==> config.mk <==
export PLATFORM = sky130hd
export DESIGN_NAME = nmea_rmc_sentence_parser
export DESIGN_NICKNAME = d
export VERILOG_FILES = /design/src/hdl/nrmc_pkg.sv /design/src/hdl/nmea_rmc_sentence_parser.sv /design/src/hdl/nrmc_scan.sv /design/src/hdl/nrmc_store.sv
export SDC_FILE = /design/constraint.sdc
export NUM_CORES = 2
export LEC_CHECK = 0
export BUFFER_PORTS_ARGS = -buffer_cell sky130_fd_sc_hd__clkbuf_2
export CORE_MARGIN = 2
export CORE_UTILIZATION = 49
export DETAILED_ROUTE_END_ITERATION = 10
export HOLD_SLACK_MARGIN = 0.03
export PLACE_DENSITY_LB_ADDON = 0.25
export SYNTH_ARGS = -nofsm -noshare
export SYNTH_HDL_FRONTEND = slang
export SYNTH_SLANG_ARGS = --single-unit
==> constraint.sdc <==
create_clock -name clock -period 18.86 [get_ports clock]
set_clock_uncertainty 0.1 [all_clocks]
set_input_delay 3.772 -clock clock [delete_from_list [all_inputs] [get_ports clock]]
set_output_delay 3.772 -clock clock [all_outputs]
set_load 0.03 [all_outputs]
==> src/hdl/nrmc_pkg.sv <==
// Shared types, constants and lookup functions for the RMC sentence parser.
package nrmc_pkg;

   localparam int MAX_SENTENCE_BYTES = 128;
   localparam int FRACTION_DIGITS    = 5;

   localparam int ACC_W   = 32;
   localparam int FRAC_W  = 3;
   localparam int PAIR_W  = 7;
   localparam int LEN_W   = 7;
   localparam int FIELD_W = 4;
   localparam int SCALE_W = 24;

   localparam logic [1:0] KIND_NONE = 2'd0;
   localparam logic [1:0] KIND_GN   = 2'd1;
   localparam logic [1:0] KIND_GP   = 2'd2;

   localparam logic [FIELD_W-1:0] FIELD_TIME     = 4'd0;
   localparam logic [FIELD_W-1:0] FIELD_STATUS   = 4'd1;
   localparam logic [FIELD_W-1:0] FIELD_LAT      = 4'd2;
   localparam logic [FIELD_W-1:0] FIELD_LAT_HEMI = 4'd3;
   localparam logic [FIELD_W-1:0] FIELD_LON      = 4'd4;
   localparam logic [FIELD_W-1:0] FIELD_LON_HEMI = 4'd5;
   localparam logic [FIELD_W-1:0] FIELD_DATE     = 4'd8;
   localparam logic [FIELD_W-1:0] FIELD_DONE     = 4'd9;

   localparam logic [7:0] CHAR_COMMA = 8'h2C;
   localparam logic [7:0] CHAR_POINT = 8'h2E;
   localparam logic [7:0] CHAR_ZERO  = 8'h30;
   localparam logic [7:0] CHAR_NINE  = 8'h39;

   localparam logic [LEN_W-1:0] LEN_MAX     = 7'd127;
   localparam logic [LEN_W-1:0] LEN_SHORT   = 7'd5;
   localparam logic [29:0]      LAT_CAP     = 30'd999999999;
   localparam logic [30:0]      LON_CAP     = 31'h7FFFFFFF;
   localparam logic [11:0]      YEAR_BASE   = 12'd2000;
   localparam logic [PAIR_W-1:0] HOUR_MAX   = 7'd63;
   localparam logic [PAIR_W-1:0] HOUR_MIN   = 7'b1000000;

   typedef struct packed {
      logic                valid;
      logic [FIELD_W-1:0]  field;
      logic [LEN_W-1:0]    length;
      logic [7:0]          first_char;
      logic [ACC_W-1:0]    acc;
      logic [FRAC_W-1:0]   frac;
      logic [PAIR_W-1:0]   pair_a;
      logic [PAIR_W-1:0]   pair_b;
      logic [PAIR_W-1:0]   pair_c;
   } nrmc_commit_type;

   typedef struct packed {
      logic [PAIR_W-1:0] hour;
      logic [PAIR_W-1:0] minute;
      logic [PAIR_W-1:0] second;
      logic [7:0]        status;
      logic [29:0]       lat;
      logic [7:0]        lat_hemi;
      logic [30:0]       lon;
      logic [7:0]        lon_hemi;
      logic [PAIR_W-1:0] day;
      logic [PAIR_W-1:0] month;
      logic [PAIR_W-1:0] yy;
   } nrmc_record_type;

   function automatic logic [7:0] gn_char(input logic [2:0] idx);
      logic [7:0] c;
      unique case (idx)
         3'd0: c = "$";
         3'd1: c = "G";
         3'd2: c = "N";
         3'd3: c = "R";
         3'd4: c = "M";
         3'd5: c = "C";
         default: c = 8'h00;
      endcase
      return c;
   endfunction

   function automatic logic [7:0] gp_char(input logic [2:0] idx);
      logic [7:0] c;
      unique case (idx)
         3'd0: c = "$";
         3'd1: c = "G";
         3'd2: c = "P";
         3'd3: c = "R";
         3'd4: c = "M";
         3'd5: c = "C";
         default: c = 8'h00;
      endcase
      return c;
   endfunction

   function automatic logic [SCALE_W-1:0] pow10(input logic [FRAC_W-1:0] n);
      logic [SCALE_W-1:0] p;
      unique case (n)
         3'd0: p = 24'd1;
         3'd1: p = 24'd10;
         3'd2: p = 24'd100;
         3'd3: p = 24'd1000;
         3'd4: p = 24'd10000;
         3'd5: p = 24'd100000;
         3'd6: p = 24'd1000000;
         3'd7: p = 24'd10000000;
         default: p = 24'd1;
      endcase
      return p;
   endfunction

endpackage

==> src/hdl/nmea_rmc_sentence_parser.sv <==
// Top level of the RMC sentence parser: byte register, scanner, record store, result register.
// A result word is loaded into the result register when its final byte leaves the byte register.
// Throughput: one byte word per cycle; the byte register holds only when a final
// byte meets a result word that is still stalled in the output register.
// Reset (synchronous): clears sentence state, the kept record (year reads 2000)
// and the zone shift to zero.
module nmea_rmc_sentence_parser #(
   parameter int MAX_SENTENCE_BYTES = nrmc_pkg::MAX_SENTENCE_BYTES,
   parameter int FRACTION_DIGITS    = nrmc_pkg::FRACTION_DIGITS
) (
   input  logic              clock,
   input  logic              reset,

   input  logic              csr_valid,
   output logic              csr_ready,
   input  logic signed [4:0] csr_zone_hour_shift,

   input  logic              req_valid,
   output logic              req_stall,
   input  logic [7:0]        req_char_byte,
   input  logic              req_last_byte,

   output logic              rsp_valid,
   input  logic              rsp_stall,
   output logic [1:0]        rsp_sentence_kind,
   output logic signed [6:0] rsp_hour,
   output logic [6:0]        rsp_minute,
   output logic [6:0]        rsp_second,
   output logic [7:0]        rsp_fix_status,
   output logic [29:0]       rsp_latitude,
   output logic [7:0]        rsp_lat_hemisphere,
   output logic [30:0]       rsp_longitude,
   output logic [7:0]        rsp_lon_hemisphere,
   output logic [6:0]        rsp_day,
   output logic [6:0]        rsp_month,
   output logic [11:0]       rsp_year
);

   logic [4:0]                zone_ff;

   logic                      s1_valid_ff, s1_valid_in;
   logic [7:0]                s1_char_ff;
   logic                      s1_last_ff;
   logic                      s1_go;
   logic                      req_take;

   nrmc_pkg::nrmc_commit_type commit;
   nrmc_pkg::nrmc_record_type record_in;
   logic [1:0]                kind;

   logic                      rsp_valid_ff, rsp_valid_in;
   logic                      rsp_load;
   logic [1:0]                kind_ff;
   nrmc_pkg::nrmc_record_type rec_ff;
   logic [11:0]               year_ff;

   assign csr_ready = 1'b1;

   always_ff @(posedge clock) begin
      if (reset) begin
         zone_ff <= '0;
      end else if (csr_valid && csr_ready) begin
         zone_ff <= csr_zone_hour_shift;
      end
   end

   always_comb begin
      s1_go       = s1_valid_ff && (!s1_last_ff || !rsp_valid_ff || !rsp_stall);
      req_stall   = s1_valid_ff && !s1_go;
      req_take    = req_valid && !req_stall;
      s1_valid_in = req_take ? 1'b1 : (s1_go ? 1'b0 : s1_valid_ff);
      rsp_load    = s1_go && s1_last_ff;
      if (rsp_load)        rsp_valid_in = 1'b1;
      else if (!rsp_stall) rsp_valid_in = 1'b0;
      else                 rsp_valid_in = rsp_valid_ff;
   end

   always_ff @(posedge clock) begin
      if (reset) begin
         s1_valid_ff <= 1'b0;
      end else begin
         s1_valid_ff <= s1_valid_in;
      end
   end

   always_ff @(posedge clock) begin
      if (req_take) begin
         s1_char_ff <= req_char_byte;
         s1_last_ff <= req_last_byte;
      end
   end

   nrmc_scan #(
      .MAX_SENTENCE_BYTES (MAX_SENTENCE_BYTES),
      .FRACTION_DIGITS    (FRACTION_DIGITS)
   ) u_scan (
      .clock     (clock),
      .reset     (reset),
      .advance   (s1_go),
      .char_byte (s1_char_ff),
      .last_byte (s1_last_ff),
      .commit    (commit),
      .kind      (kind)
   );

   nrmc_store #(
      .FRACTION_DIGITS (FRACTION_DIGITS)
   ) u_store (
      .clock      (clock),
      .reset      (reset),
      .advance    (s1_go),
      .commit     (commit),
      .zone_shift (zone_ff),
      .record_in  (record_in)
   );

   always_ff @(posedge clock) begin
      if (reset) begin
         rsp_valid_ff <= 1'b0;
      end else begin
         rsp_valid_ff <= rsp_valid_in;
      end
   end

   always_ff @(posedge clock) begin
      if (rsp_load) begin
         kind_ff <= kind;
         rec_ff  <= record_in;
         year_ff <= nrmc_pkg::YEAR_BASE + 12'(record_in.yy);
      end
   end

   assign rsp_valid          = rsp_valid_ff;
   assign rsp_sentence_kind  = kind_ff;
   assign rsp_hour           = $signed(rec_ff.hour);
   assign rsp_minute         = rec_ff.minute;
   assign rsp_second         = rec_ff.second;
   assign rsp_fix_status     = rec_ff.status;
   assign rsp_latitude       = rec_ff.lat;
   assign rsp_lat_hemisphere = rec_ff.lat_hemi;
   assign rsp_longitude      = rec_ff.lon;
   assign rsp_lon_hemisphere = rec_ff.lon_hemi;
   assign rsp_day            = rec_ff.day;
   assign rsp_month          = rec_ff.month;
   assign rsp_year           = year_ff;

   a_final_byte_gives_word: assert property (@(posedge clock) disable iff (reset)
      (s1_go && s1_last_ff) |=> rsp_valid)
      else $error("final byte did not produce a result word");

   a_stall_only_when_full: assert property (@(posedge clock) disable iff (reset)
      req_stall |-> (s1_valid_ff && s1_last_ff && rsp_valid_ff))
      else $error("input stalled without a blocked final byte");

   a_kind_code: assert property (@(posedge clock) disable iff (reset)
      rsp_valid |-> (rsp_sentence_kind != 2'd3))
      else $error("invalid sentence kind");

   a_year_range: assert property (@(posedge clock) disable iff (reset)
      rsp_valid |-> ((rsp_year >= 12'd2000) && (rsp_year <= 12'd2099)))
      else $error("year out of range");

endmodule

==> src/hdl/nrmc_scan.sv <==
// Per-sentence scanner: prefix match, field split and per-field accumulation.
module nrmc_scan #(
   parameter int MAX_SENTENCE_BYTES = nrmc_pkg::MAX_SENTENCE_BYTES,
   parameter int FRACTION_DIGITS    = nrmc_pkg::FRACTION_DIGITS
) (
   input  logic                      clock,
   input  logic                      reset,
   input  logic                      advance,
   input  logic [7:0]                char_byte,
   input  logic                      last_byte,
   output nrmc_pkg::nrmc_commit_type commit,
   output logic [1:0]                kind
);

   localparam int POS_W = $clog2(MAX_SENTENCE_BYTES);
   localparam logic [POS_W-1:0] POS_LAST = POS_W'(MAX_SENTENCE_BYTES - 1);
   localparam logic [nrmc_pkg::FRAC_W-1:0] FRAC_MAX = nrmc_pkg::FRAC_W'(FRACTION_DIGITS);

   logic [POS_W-1:0]               pos_ff, pos_in;
   logic [1:0]                     prefix_ff, prefix_in;
   logic [nrmc_pkg::FIELD_W-1:0]   field_ff, field_in;
   logic [nrmc_pkg::LEN_W-1:0]     len_ff, len_in;
   logic [7:0]                     first_ff, first_in;
   logic [nrmc_pkg::ACC_W-1:0]     acc_ff, acc_in;
   logic [nrmc_pkg::FRAC_W-1:0]    frac_ff, frac_in;
   logic                           point_ff, point_in;
   logic [nrmc_pkg::PAIR_W-1:0]    pa_ff, pa_in, pb_ff, pb_in, pc_ff, pc_in;

   logic                           is_digit;
   logic [3:0]                     digit;
   logic [nrmc_pkg::ACC_W+3:0]     acc_x10;
   logic [nrmc_pkg::ACC_W-1:0]     acc_step;
   logic [1:0]                     prefix_next;
   logic                           parse;
   logic                           head;

   function automatic logic [nrmc_pkg::PAIR_W-1:0] pair_step(
      input logic [nrmc_pkg::PAIR_W-1:0] p, input logic [3:0] d);
      return nrmc_pkg::PAIR_W'({p, 3'b000}) + nrmc_pkg::PAIR_W'({p, 1'b0})
             + nrmc_pkg::PAIR_W'(d);
   endfunction

   always_comb begin
      is_digit = (char_byte >= nrmc_pkg::CHAR_ZERO) && (char_byte <= nrmc_pkg::CHAR_NINE);
      digit    = is_digit ? 4'(char_byte - nrmc_pkg::CHAR_ZERO) : 4'd0;
      acc_x10  = {acc_ff, 3'b000} + {2'b00, acc_ff, 1'b0} + (nrmc_pkg::ACC_W+4)'(digit);
      acc_step = (|acc_x10[nrmc_pkg::ACC_W+3:nrmc_pkg::ACC_W]) ? '1
                 : acc_x10[nrmc_pkg::ACC_W-1:0];

      head        = pos_ff < POS_W'(6);
      prefix_next = (pos_ff == '0) ? 2'b11 : prefix_ff;
      if (head) begin
         if (char_byte != nrmc_pkg::gn_char(pos_ff[2:0])) prefix_next[0] = 1'b0;
         if (char_byte != nrmc_pkg::gp_char(pos_ff[2:0])) prefix_next[1] = 1'b0;
      end

      kind = nrmc_pkg::KIND_NONE;
      if (pos_ff >= POS_W'(5)) begin
         if (prefix_next[0])      kind = nrmc_pkg::KIND_GN;
         else if (prefix_next[1]) kind = nrmc_pkg::KIND_GP;
      end

      parse = (pos_ff >= POS_W'(7)) && (prefix_ff != 2'b00)
              && (field_ff < nrmc_pkg::FIELD_DONE);

      commit.valid      = parse && (char_byte == nrmc_pkg::CHAR_COMMA);
      commit.field      = field_ff;
      commit.length     = len_ff;
      commit.first_char = first_ff;
      commit.acc        = acc_ff;
      commit.frac       = frac_ff;
      commit.pair_a     = pa_ff;
      commit.pair_b     = pb_ff;
      commit.pair_c     = pc_ff;

      pos_in    = (pos_ff < POS_LAST) ? pos_ff + POS_W'(1) : pos_ff;
      prefix_in = prefix_next;
      field_in  = field_ff;
      len_in    = len_ff;
      first_in  = first_ff;
      acc_in    = acc_ff;
      frac_in   = frac_ff;
      point_in  = point_ff;
      pa_in     = pa_ff;
      pb_in     = pb_ff;
      pc_in     = pc_ff;

      if (parse) begin
         if (char_byte == nrmc_pkg::CHAR_COMMA) begin
            field_in = field_ff + nrmc_pkg::FIELD_W'(1);
            len_in   = '0;
            first_in = '0;
            acc_in   = '0;
            frac_in  = '0;
            point_in = 1'b0;
            pa_in    = '0;
            pb_in    = '0;
            pc_in    = '0;
         end else begin
            if (len_ff == '0) first_in = char_byte;
            if (len_ff < nrmc_pkg::LEN_W'(2))      pa_in = pair_step(pa_ff, digit);
            else if (len_ff < nrmc_pkg::LEN_W'(4)) pb_in = pair_step(pb_ff, digit);
            else if (len_ff < nrmc_pkg::LEN_W'(6)) pc_in = pair_step(pc_ff, digit);
            if (is_digit) begin
               if (!point_ff) begin
                  acc_in = acc_step;
               end else if (frac_ff < FRAC_MAX) begin
                  acc_in  = acc_step;
                  frac_in = frac_ff + nrmc_pkg::FRAC_W'(1);
               end
            end else if (char_byte == nrmc_pkg::CHAR_POINT) begin
               point_in = 1'b1;
            end
            if (len_ff < nrmc_pkg::LEN_MAX) len_in = len_ff + nrmc_pkg::LEN_W'(1);
         end
      end

      if (last_byte) begin
         pos_in    = '0;
         prefix_in = '0;
         field_in  = '0;
         len_in    = '0;
         first_in  = '0;
         acc_in    = '0;
         frac_in   = '0;
         point_in  = 1'b0;
         pa_in     = '0;
         pb_in     = '0;
         pc_in     = '0;
      end
   end

   always_ff @(posedge clock) begin
      if (reset) begin
         pos_ff    <= '0;
         prefix_ff <= '0;
         field_ff  <= '0;
         len_ff    <= '0;
         first_ff  <= '0;
         acc_ff    <= '0;
         frac_ff   <= '0;
         point_ff  <= 1'b0;
         pa_ff     <= '0;
         pb_ff     <= '0;
         pc_ff     <= '0;
      end else if (advance) begin
         pos_ff    <= pos_in;
         prefix_ff <= prefix_in;
         field_ff  <= field_in;
         len_ff    <= len_in;
         first_ff  <= first_in;
         acc_ff    <= acc_in;
         frac_ff   <= frac_in;
         point_ff  <= point_in;
         pa_ff     <= pa_in;
         pb_ff     <= pb_in;
         pc_ff     <= pc_in;
      end
   end

endmodule

==> src/hdl/nrmc_store.sv <==
// Kept navigation record: decodes closed fields and updates the stored values.
module nrmc_store #(
   parameter int FRACTION_DIGITS = nrmc_pkg::FRACTION_DIGITS
) (
   input  logic                      clock,
   input  logic                      reset,
   input  logic                      advance,
   input  nrmc_pkg::nrmc_commit_type commit,
   input  logic [4:0]                zone_shift,
   output nrmc_pkg::nrmc_record_type record_in
);

   localparam int PROD_W = nrmc_pkg::ACC_W + nrmc_pkg::SCALE_W;

   nrmc_pkg::nrmc_record_type    kept_ff;

   logic [nrmc_pkg::FRAC_W-1:0]  exponent;
   logic [PROD_W-1:0]            product;
   logic [29:0]                  lat_value;
   logic [30:0]                  lon_value;
   logic [7:0]                   hour_sum;
   logic [nrmc_pkg::PAIR_W-1:0]  hour_value;
   logic [nrmc_pkg::PAIR_W-1:0]  last_pair;
   logic                         long_enough;
   logic                         not_empty;

   always_comb begin
      exponent  = nrmc_pkg::FRAC_W'(FRACTION_DIGITS) - commit.frac;
      product   = PROD_W'(commit.acc) * PROD_W'(nrmc_pkg::pow10(exponent));
      lat_value = (product > PROD_W'(nrmc_pkg::LAT_CAP)) ? nrmc_pkg::LAT_CAP : product[29:0];
      lon_value = (product > PROD_W'(nrmc_pkg::LON_CAP)) ? nrmc_pkg::LON_CAP : product[30:0];

      hour_sum = {1'b0, commit.pair_a} + {{3{zone_shift[4]}}, zone_shift};
      if ($signed(hour_sum) > $signed(8'sd63))       hour_value = nrmc_pkg::HOUR_MAX;
      else if ($signed(hour_sum) < $signed(-8'sd64)) hour_value = nrmc_pkg::HOUR_MIN;
      else                                           hour_value = hour_sum[6:0];

      last_pair = (commit.length == nrmc_pkg::LEN_SHORT)
                  ? nrmc_pkg::PAIR_W'({commit.pair_c, 3'b000})
                    + nrmc_pkg::PAIR_W'({commit.pair_c, 1'b0})
                  : commit.pair_c;

      long_enough = commit.length >= nrmc_pkg::LEN_SHORT;
      not_empty   = commit.length != '0;

      record_in = kept_ff;
      if (advance && commit.valid) begin
         unique case (commit.field)
            nrmc_pkg::FIELD_TIME: begin
               if (long_enough) begin
                  record_in.hour   = hour_value;
                  record_in.minute = commit.pair_b;
                  record_in.second = last_pair;
               end
            end
            nrmc_pkg::FIELD_STATUS: begin
               if (not_empty) record_in.status = commit.first_char;
            end
            nrmc_pkg::FIELD_LAT: begin
               if (not_empty) record_in.lat = lat_value;
            end
            nrmc_pkg::FIELD_LAT_HEMI: begin
               if (not_empty) record_in.lat_hemi = commit.first_char;
            end
            nrmc_pkg::FIELD_LON: begin
               if (not_empty) record_in.lon = lon_value;
            end
            nrmc_pkg::FIELD_LON_HEMI: begin
               if (not_empty) record_in.lon_hemi = commit.first_char;
            end
            nrmc_pkg::FIELD_DATE: begin
               if (long_enough) begin
                  record_in.day   = commit.pair_a;
                  record_in.month = commit.pair_b;
                  record_in.yy    = last_pair;
               end
            end
            default: begin
            end
         endcase
      end
   end

   always_ff @(posedge clock) begin
      if (reset) begin
         kept_ff <= '0;
      end else begin
         kept_ff <= record_in;
      end
   end

endmodule
== Yosys cells after proc, flatten, opt, wreduce, memory -nomap -nowiden ==
Memories as Yosys holds them, arrays and structs flattened.
Cells that the tools add are included.

* Add/sub/neg operators: 16
* Multiply operators: 1
* $lt $le $gt $ge: 17
* Eq/ne operators: 21
* Mux-type cells: 82
* Bitwise gates (word level): 1
* Reduce and logical (&&, ||, !) cells: 47

{| class="wikitable"
|+ Operators with widths
! operator !! number
|-
| 32-bit 2-to-1 mux || 7
|-
| 7-bit 2-to-1 mux || 24
|-
| 127-bit 2-to-1 mux || 1
|-
| 8-bit 2-to-1 mux || 12
|-
| 31-bit 2-to-1 mux || 3
|-
| 30-bit 2-to-1 mux || 3
|-
| 21-bit 2-to-1 mux || 4
|-
| 7-bit case mux with 6 select lines || 2
|-
| 56-bit by 30-bit greater-than comparator with 1-bit output (second input constant) || 1
|-
| 56-bit by 31-bit greater-than comparator with 1-bit output (second input constant) || 1
|-
| 32-bit by 24-bit multiplier with 56-bit output || 1
|-
| 35-bit by 33-bit adder with 36-bit output || 1
|-
| 36-bit by 4-bit adder with 36-bit output || 1
|-
| 3-bit nonzero test || 9
|-
| 7-bit by 4-bit adder with 7-bit output || 3
|-
| 7-bit adder || 3
|-
| 7-bit by 3-bit greater-or-equal comparator with 1-bit output (second input constant) || 3
|-
| 7-bit by 3-bit less-than comparator with 1-bit output (second input constant) || 3
|-
| 3-bit 2-to-1 mux || 6
|-
| 8-bit by 6-bit == test with 1-bit output (second input constant) || 2
|-
| 4-bit 2-to-1 mux || 4
|-
| 8-bit inequality test || 2
|-
| 7-bit by 1-bit adder with 7-bit output (second input constant) || 2
|-
| 7-bit zero test || 2
|-
| other kinds (42) || 85
|}

* Register bits after elaboration: 362
* Memory bits (read-only): 168
* Bits of input ports: 19
* Output and inout bits: 137
* Word-level logic and storage cells: 226
* Memories: 1

{| class="wikitable"
|+ Memories
! name !! words !! width !! rd ports !! clocked after memory_dff !! wr ports !! line !! text
|-
| (no name shown) || 8 || 21 || 1 || 0 || 0 || nrmc_pkg.sv:96 || <nowiki>unique case (n)</nowiki>
|}

== Depth between registers and ports, before layout ==
* Depth after elaboration: 12
* Gate-level depth with buffers: 35
* Mapped depth without buffers: 32

== Hierarchy ==
Synthesis repeated with hierarchy kept, for this count alone.

* Cell total of the unflattened synthesis: 4359
* Area total of the unflattened synthesis: 40622.7 um^2

{| class="wikitable"
|+ Modules (own cells, without submodules)
! module !! instances !! cells each !! area an instance (um^2) !! sequential area each (um^2)
|-
| nrmc_store || 1 || 3407 || 29403.2 || 2542.4
|-
| nrmc_scan || 1 || 770 || 6635.1 || 1701.6
|-
| nmea_rmc_sentence_parser || 1 || 182 || 4584.4 || 4374.2
|}

== Least setup slack after synthesis ==
Ideal clock, no wire load.

* Path type: reg2reg
* Start: register u_scan.frac_ff[1] (netlist bit)
* End: register rec_ff (netlist bit rsp_latitude[5]) (data pin)
* Library setup time: 0.265 ns
* Arrival: 8.808 ns
* Path slack: 9.687 ns
* Stages on the path, launching flop included: 34
* Path buffers: 5
* Cells stage by stage: dfxtp_1 -> inv_1 -> ha_1 -> clkbuf_1 -> nor2_1 -> nor2_1 -> clkbuf_1 -> clkbuf_1 -> nor2b_1 -> fa_1 -> fa_1 -> inv_1 -> fa_1 -> fa_1 -> fa_1 -> inv_1 -> fa_1 -> inv_1 -> fa_1 -> inv_1 -> ha_1 -> clkbuf_1 -> o21a_1 -> a21oi_1 -> a21boi_1 -> o211ai_1 -> a41oi_1 -> and3_1 -> nor4_1 -> nand4b_1 -> or4_1 -> nor4_2 -> buf_2 -> a31oi_1

{| class="wikitable"
|+ RTL lines
! what !! line !! text
|-
| from (decl) || nrmc_scan.sv:25 || <nowiki>logic [nrmc_pkg::FRAC_W-1:0] frac_ff, frac_in;</nowiki>
|-
| from (signal assigned) || nrmc_scan.sv:153 || <nowiki>frac_ff <= frac_in;</nowiki>
|-
| to (signal assigned) || nmea_rmc_sentence_parser.sv:128 || <nowiki>rec_ff <= record_in;</nowiki>
|-
| to (decl) || nmea_rmc_sentence_parser.sv:54 || <nowiki>nrmc_pkg::nrmc_record_type rec_ff;</nowiki>
|}

==> reports/results.ini <==
[run_status]
outcome=finished clean

[timing]
setup_viol=0
fin_crit_ns=11.74
finalMaxSlewViolations=0
timing_worst_slew_pin_value_ns=1.27
worst_slew_margin_rel=0.153
clock.fmax_mhz=85.2
finalWorstSetupSlack_ns=7.12
totalNegativeSetupSlack_ns=0
rsz0062_at_grt=no
report.final.hold_viol_count=0
finalCritPeriodShare=0.623

[setup_path]
cp-end-kind=flop
critPathMaxFanout=60
worst-endpoint-required_ns=19.03
worst_r2r_path_depth=30
cp.arrival_ns=11.91
timing.critical_path.slowest_stage_cell=and2_0
startpoint_type=flop
cpPeakStageDelay_ns=0.78
critPathMostFrequentCell=fa_1
crit_type=flop to flop

[floorplanning]
ios=156
die_w_um=290
initial_core_util=0.497
die_area_mm2=0.0843
die_y_um=290
coreArea_mm2=0.0808
num_rows=104

[min_path]
hold_path_depth=2
min_path_type=flop to flop

[route]
initialDrtViolationCount=2364
firstDrtPassIters=6
via_per_inst=5.57
detailed_route_wire_length_mm=110
wire_per_inst_um=20.5
detail_route.drc_violations=0
antenna_violating_nets_post_route=0
vias=29900

[synth]
syn_nets=5186
async_flop_share=0
synth.yosys.seq_area_share=0.215
synth_warnings=0
dominantRegCellSynth=dfxtp_1
post_synth_instance_area_mm2=0.0402
syn-mean-instance-area_um2=9.47
synth_cells=4240
synth-edff-count=141
yosys.cell_types.count=87
ys_seq_elements=360

[grt]
grt-ovfl-total=0
first_global_vias=30900
grt_max_degree=80
number_of_antenna_violations_at_the_first_check_in_global_routing=0
grt_first_pass_wirelength_mm=175
global_route.usage.total=0.263

[cts]
clock_insertion_delay_worst_skew_ns=0.57
max-clock-path-buffers=3
cts_setup_buffers=0
cts_root_buf=clkbuf_16
cts_resized=0
ctsHoldBuffers=0
path_clk_slew_ns=0.06
cts_tree=done
cts_made_buffers=40
htree_levels=2
tritoncts_sinks=360

[cells_and_area]
final.fill_count=7190
drive_gt1_frac=0.0817
combined_area_of_the_multi_input_logic_cells_mm2=0.0278
sequential_cell_area_mm2=0.00862
layout.nets=5223
layout_area_overhead_pct=7.52

[place]
portBuffers=154
finalWeightedCongestion=0.979
post_place_setup_slack_ns=7.32
detailed_place_hpwl_mm=86.4

[run]
max_cap_violations=0

[power_and_ir_drop]
power_density_mw_per_mm2=38.1
peakVddDrop_uv=55.7
static-leakage-power_nw=21.9

cell type report:
class	instances	area share
multi-input cells	2879	0.644
flip-flops and latches	360	0.200
inverters	799	0.0695
well taps	1060	0.0307
clock buffers	58	0.0262
repair buffers	197	0.0254
clock inverters	16	0.00455
diodes	1	0.0000580
report_power, final:
group	leakage (nW)	switching [mW]	internal, mW
clock network	0.638	0.328	0.452
logic	18.0	0.0396	0.0114
registers	3.31	0.00505	0.810
sequential cells by signal, indices dropped and copies added (netlist names), 8 cells and up:
signal and flops:
s1_char_ff 8, rsp_fix_status 8, rsp_year 10, rsp_longitude 31, rsp_latitude 30, u_store.kept_ff 127
u_scan.first_ff 8, u_scan.acc_ff 32, rsp_lon_hemisphere 8, rsp_lat_hemisphere 8
worst max-delay path, delay by kind of cell (launching register included):
kind	cells	cell delay [ns]
compound gates	7	2.30
fa+ha+maj	9	4.29
buf+inv	7	1.45
flops	1	0.44
simple gates	7	2.76
path summary, 6_finish.rpt:
| check | startpoint | end | slack [ns] |
|---|---|---|---|
| max reg2reg | u_scan.frac_ff[1]$_SDFFE_PP0P_ | rsp_latitude[23]$_DFFE_PP_ | 7.12 |
| min | u_scan.prefix_ff[1]$_SDFFE_PP0P_ | u_scan.prefix_ff[1]$_SDFFE_PP0P_ | 0.38 |
| max | u_scan.frac_ff[1]$_SDFFE_PP0P_ | rsp_latitude[23]$_DFFE_PP_ | 7.12 |
| min reg2reg | u_scan.prefix_ff[1]$_SDFFE_PP0P_ | u_scan.prefix_ff[1]$_SDFFE_PP0P_ | 0.38 |
cells in the mapped netlist, drive strengths merged, types with 7 or more instances:
cell type / n / area share
or2: 12 / 0.0019
a211oi: 23 / 0.0048
nor2b: 78 / 0.012
fa: 568 / 0.28
a2111oi: 7 / 0.0015
a31oi: 46 / 0.0072
inv: 799 / 0.075
nand3: 35 / 0.0044
edfxtp: 141 / 0.11
o211ai: 8 / 0.0015
nor4b: 7 / 0.0015
nand2: 300 / 0.028
nor2: 226 / 0.021
mux2: 49 / 0.014
a32o: 14 / 0.0035
and4: 7 / 0.0015
nor4: 16 / 0.0026
nor3b: 10 / 0.0019
o21ai: 77 / 0.0096
and3: 70 / 0.011
a311o: 8 / 0.0020
dfxtp: 219 / 0.11
o21a: 20 / 0.0037
xnor2: 57 / 0.012
a311oi: 41 / 0.0089
ha: 359 / 0.11
mux2i: 19 / 0.0047
xor2: 46 / 0.010
clkbuf: 175 / 0.016
a221o: 25 / 0.0062
o21bai: 20 / 0.0037
a21o: 42 / 0.0079
buf: 27 / 0.0037
o31ai: 11 / 0.0021
a211o: 10 / 0.0022
nand2b: 12 / 0.0019
nor3: 29 / 0.0037
a21oi: 161 / 0.020
a22oi: 11 / 0.0021
and2: 321 / 0.050
nand4: 43 / 0.0067
or3: 11 / 0.0017
cells by family after synthesis:
logic type,synth area share
AOI/OAI and AO/OA,0.101
xor gates and xnor gates,0.0225
adders and majority gates,0.395
buffers and inverters,0.0948
DFF,0.215
muxes,0.0185
other,0.0000934
and+or+nand+nor,0.154
stage by stage:
| stage | std cells | cell area (um2) | hold WS [ns] | power [mW] | util |
|---|---|---|---|---|---|
| after CTS | 5369 | 43200 | 0.382 | 1.66 | 0.534 |
| after detailed placement | 5295 | 41800 | 0.373 | 0.883 | 0.518 |
| final | 5370 | 43200 | 0.381 | 1.65 | 0.534 |
| after floorplan | 4240 | 40200 | 0.345 | 0.865 | - |
| after global routing | 5369 | 43200 | 0.399 | 1.70 | 0.534 |
| after global placement | 5295 | 41800 | 0.365 | 0.883 | 0.518 |
placed cells by master (no fill, tap or decap), types with 141 or more instances in the layout:
cell      count
inv_1       797
fa_1        568
ha_1        359
and2_1      320
nand2_1     299
nor2_1      222
dfxtp_1     219
a21oi_1     160
clkbuf_2    153
edfxtp_1    141
routing by layer:
metal / routed length, um / up-vias / GRT usage
met5: 0 / - / 0
met4: 3160 / 0 / 0.0700
met3: 10500 / 187 / 0.0790
met2: 48200 / 1156 / 0.402
met1: 48300 / 14800 / 0.364
li1: - / 13800 / -
Power figures use the tool's default switching activity.
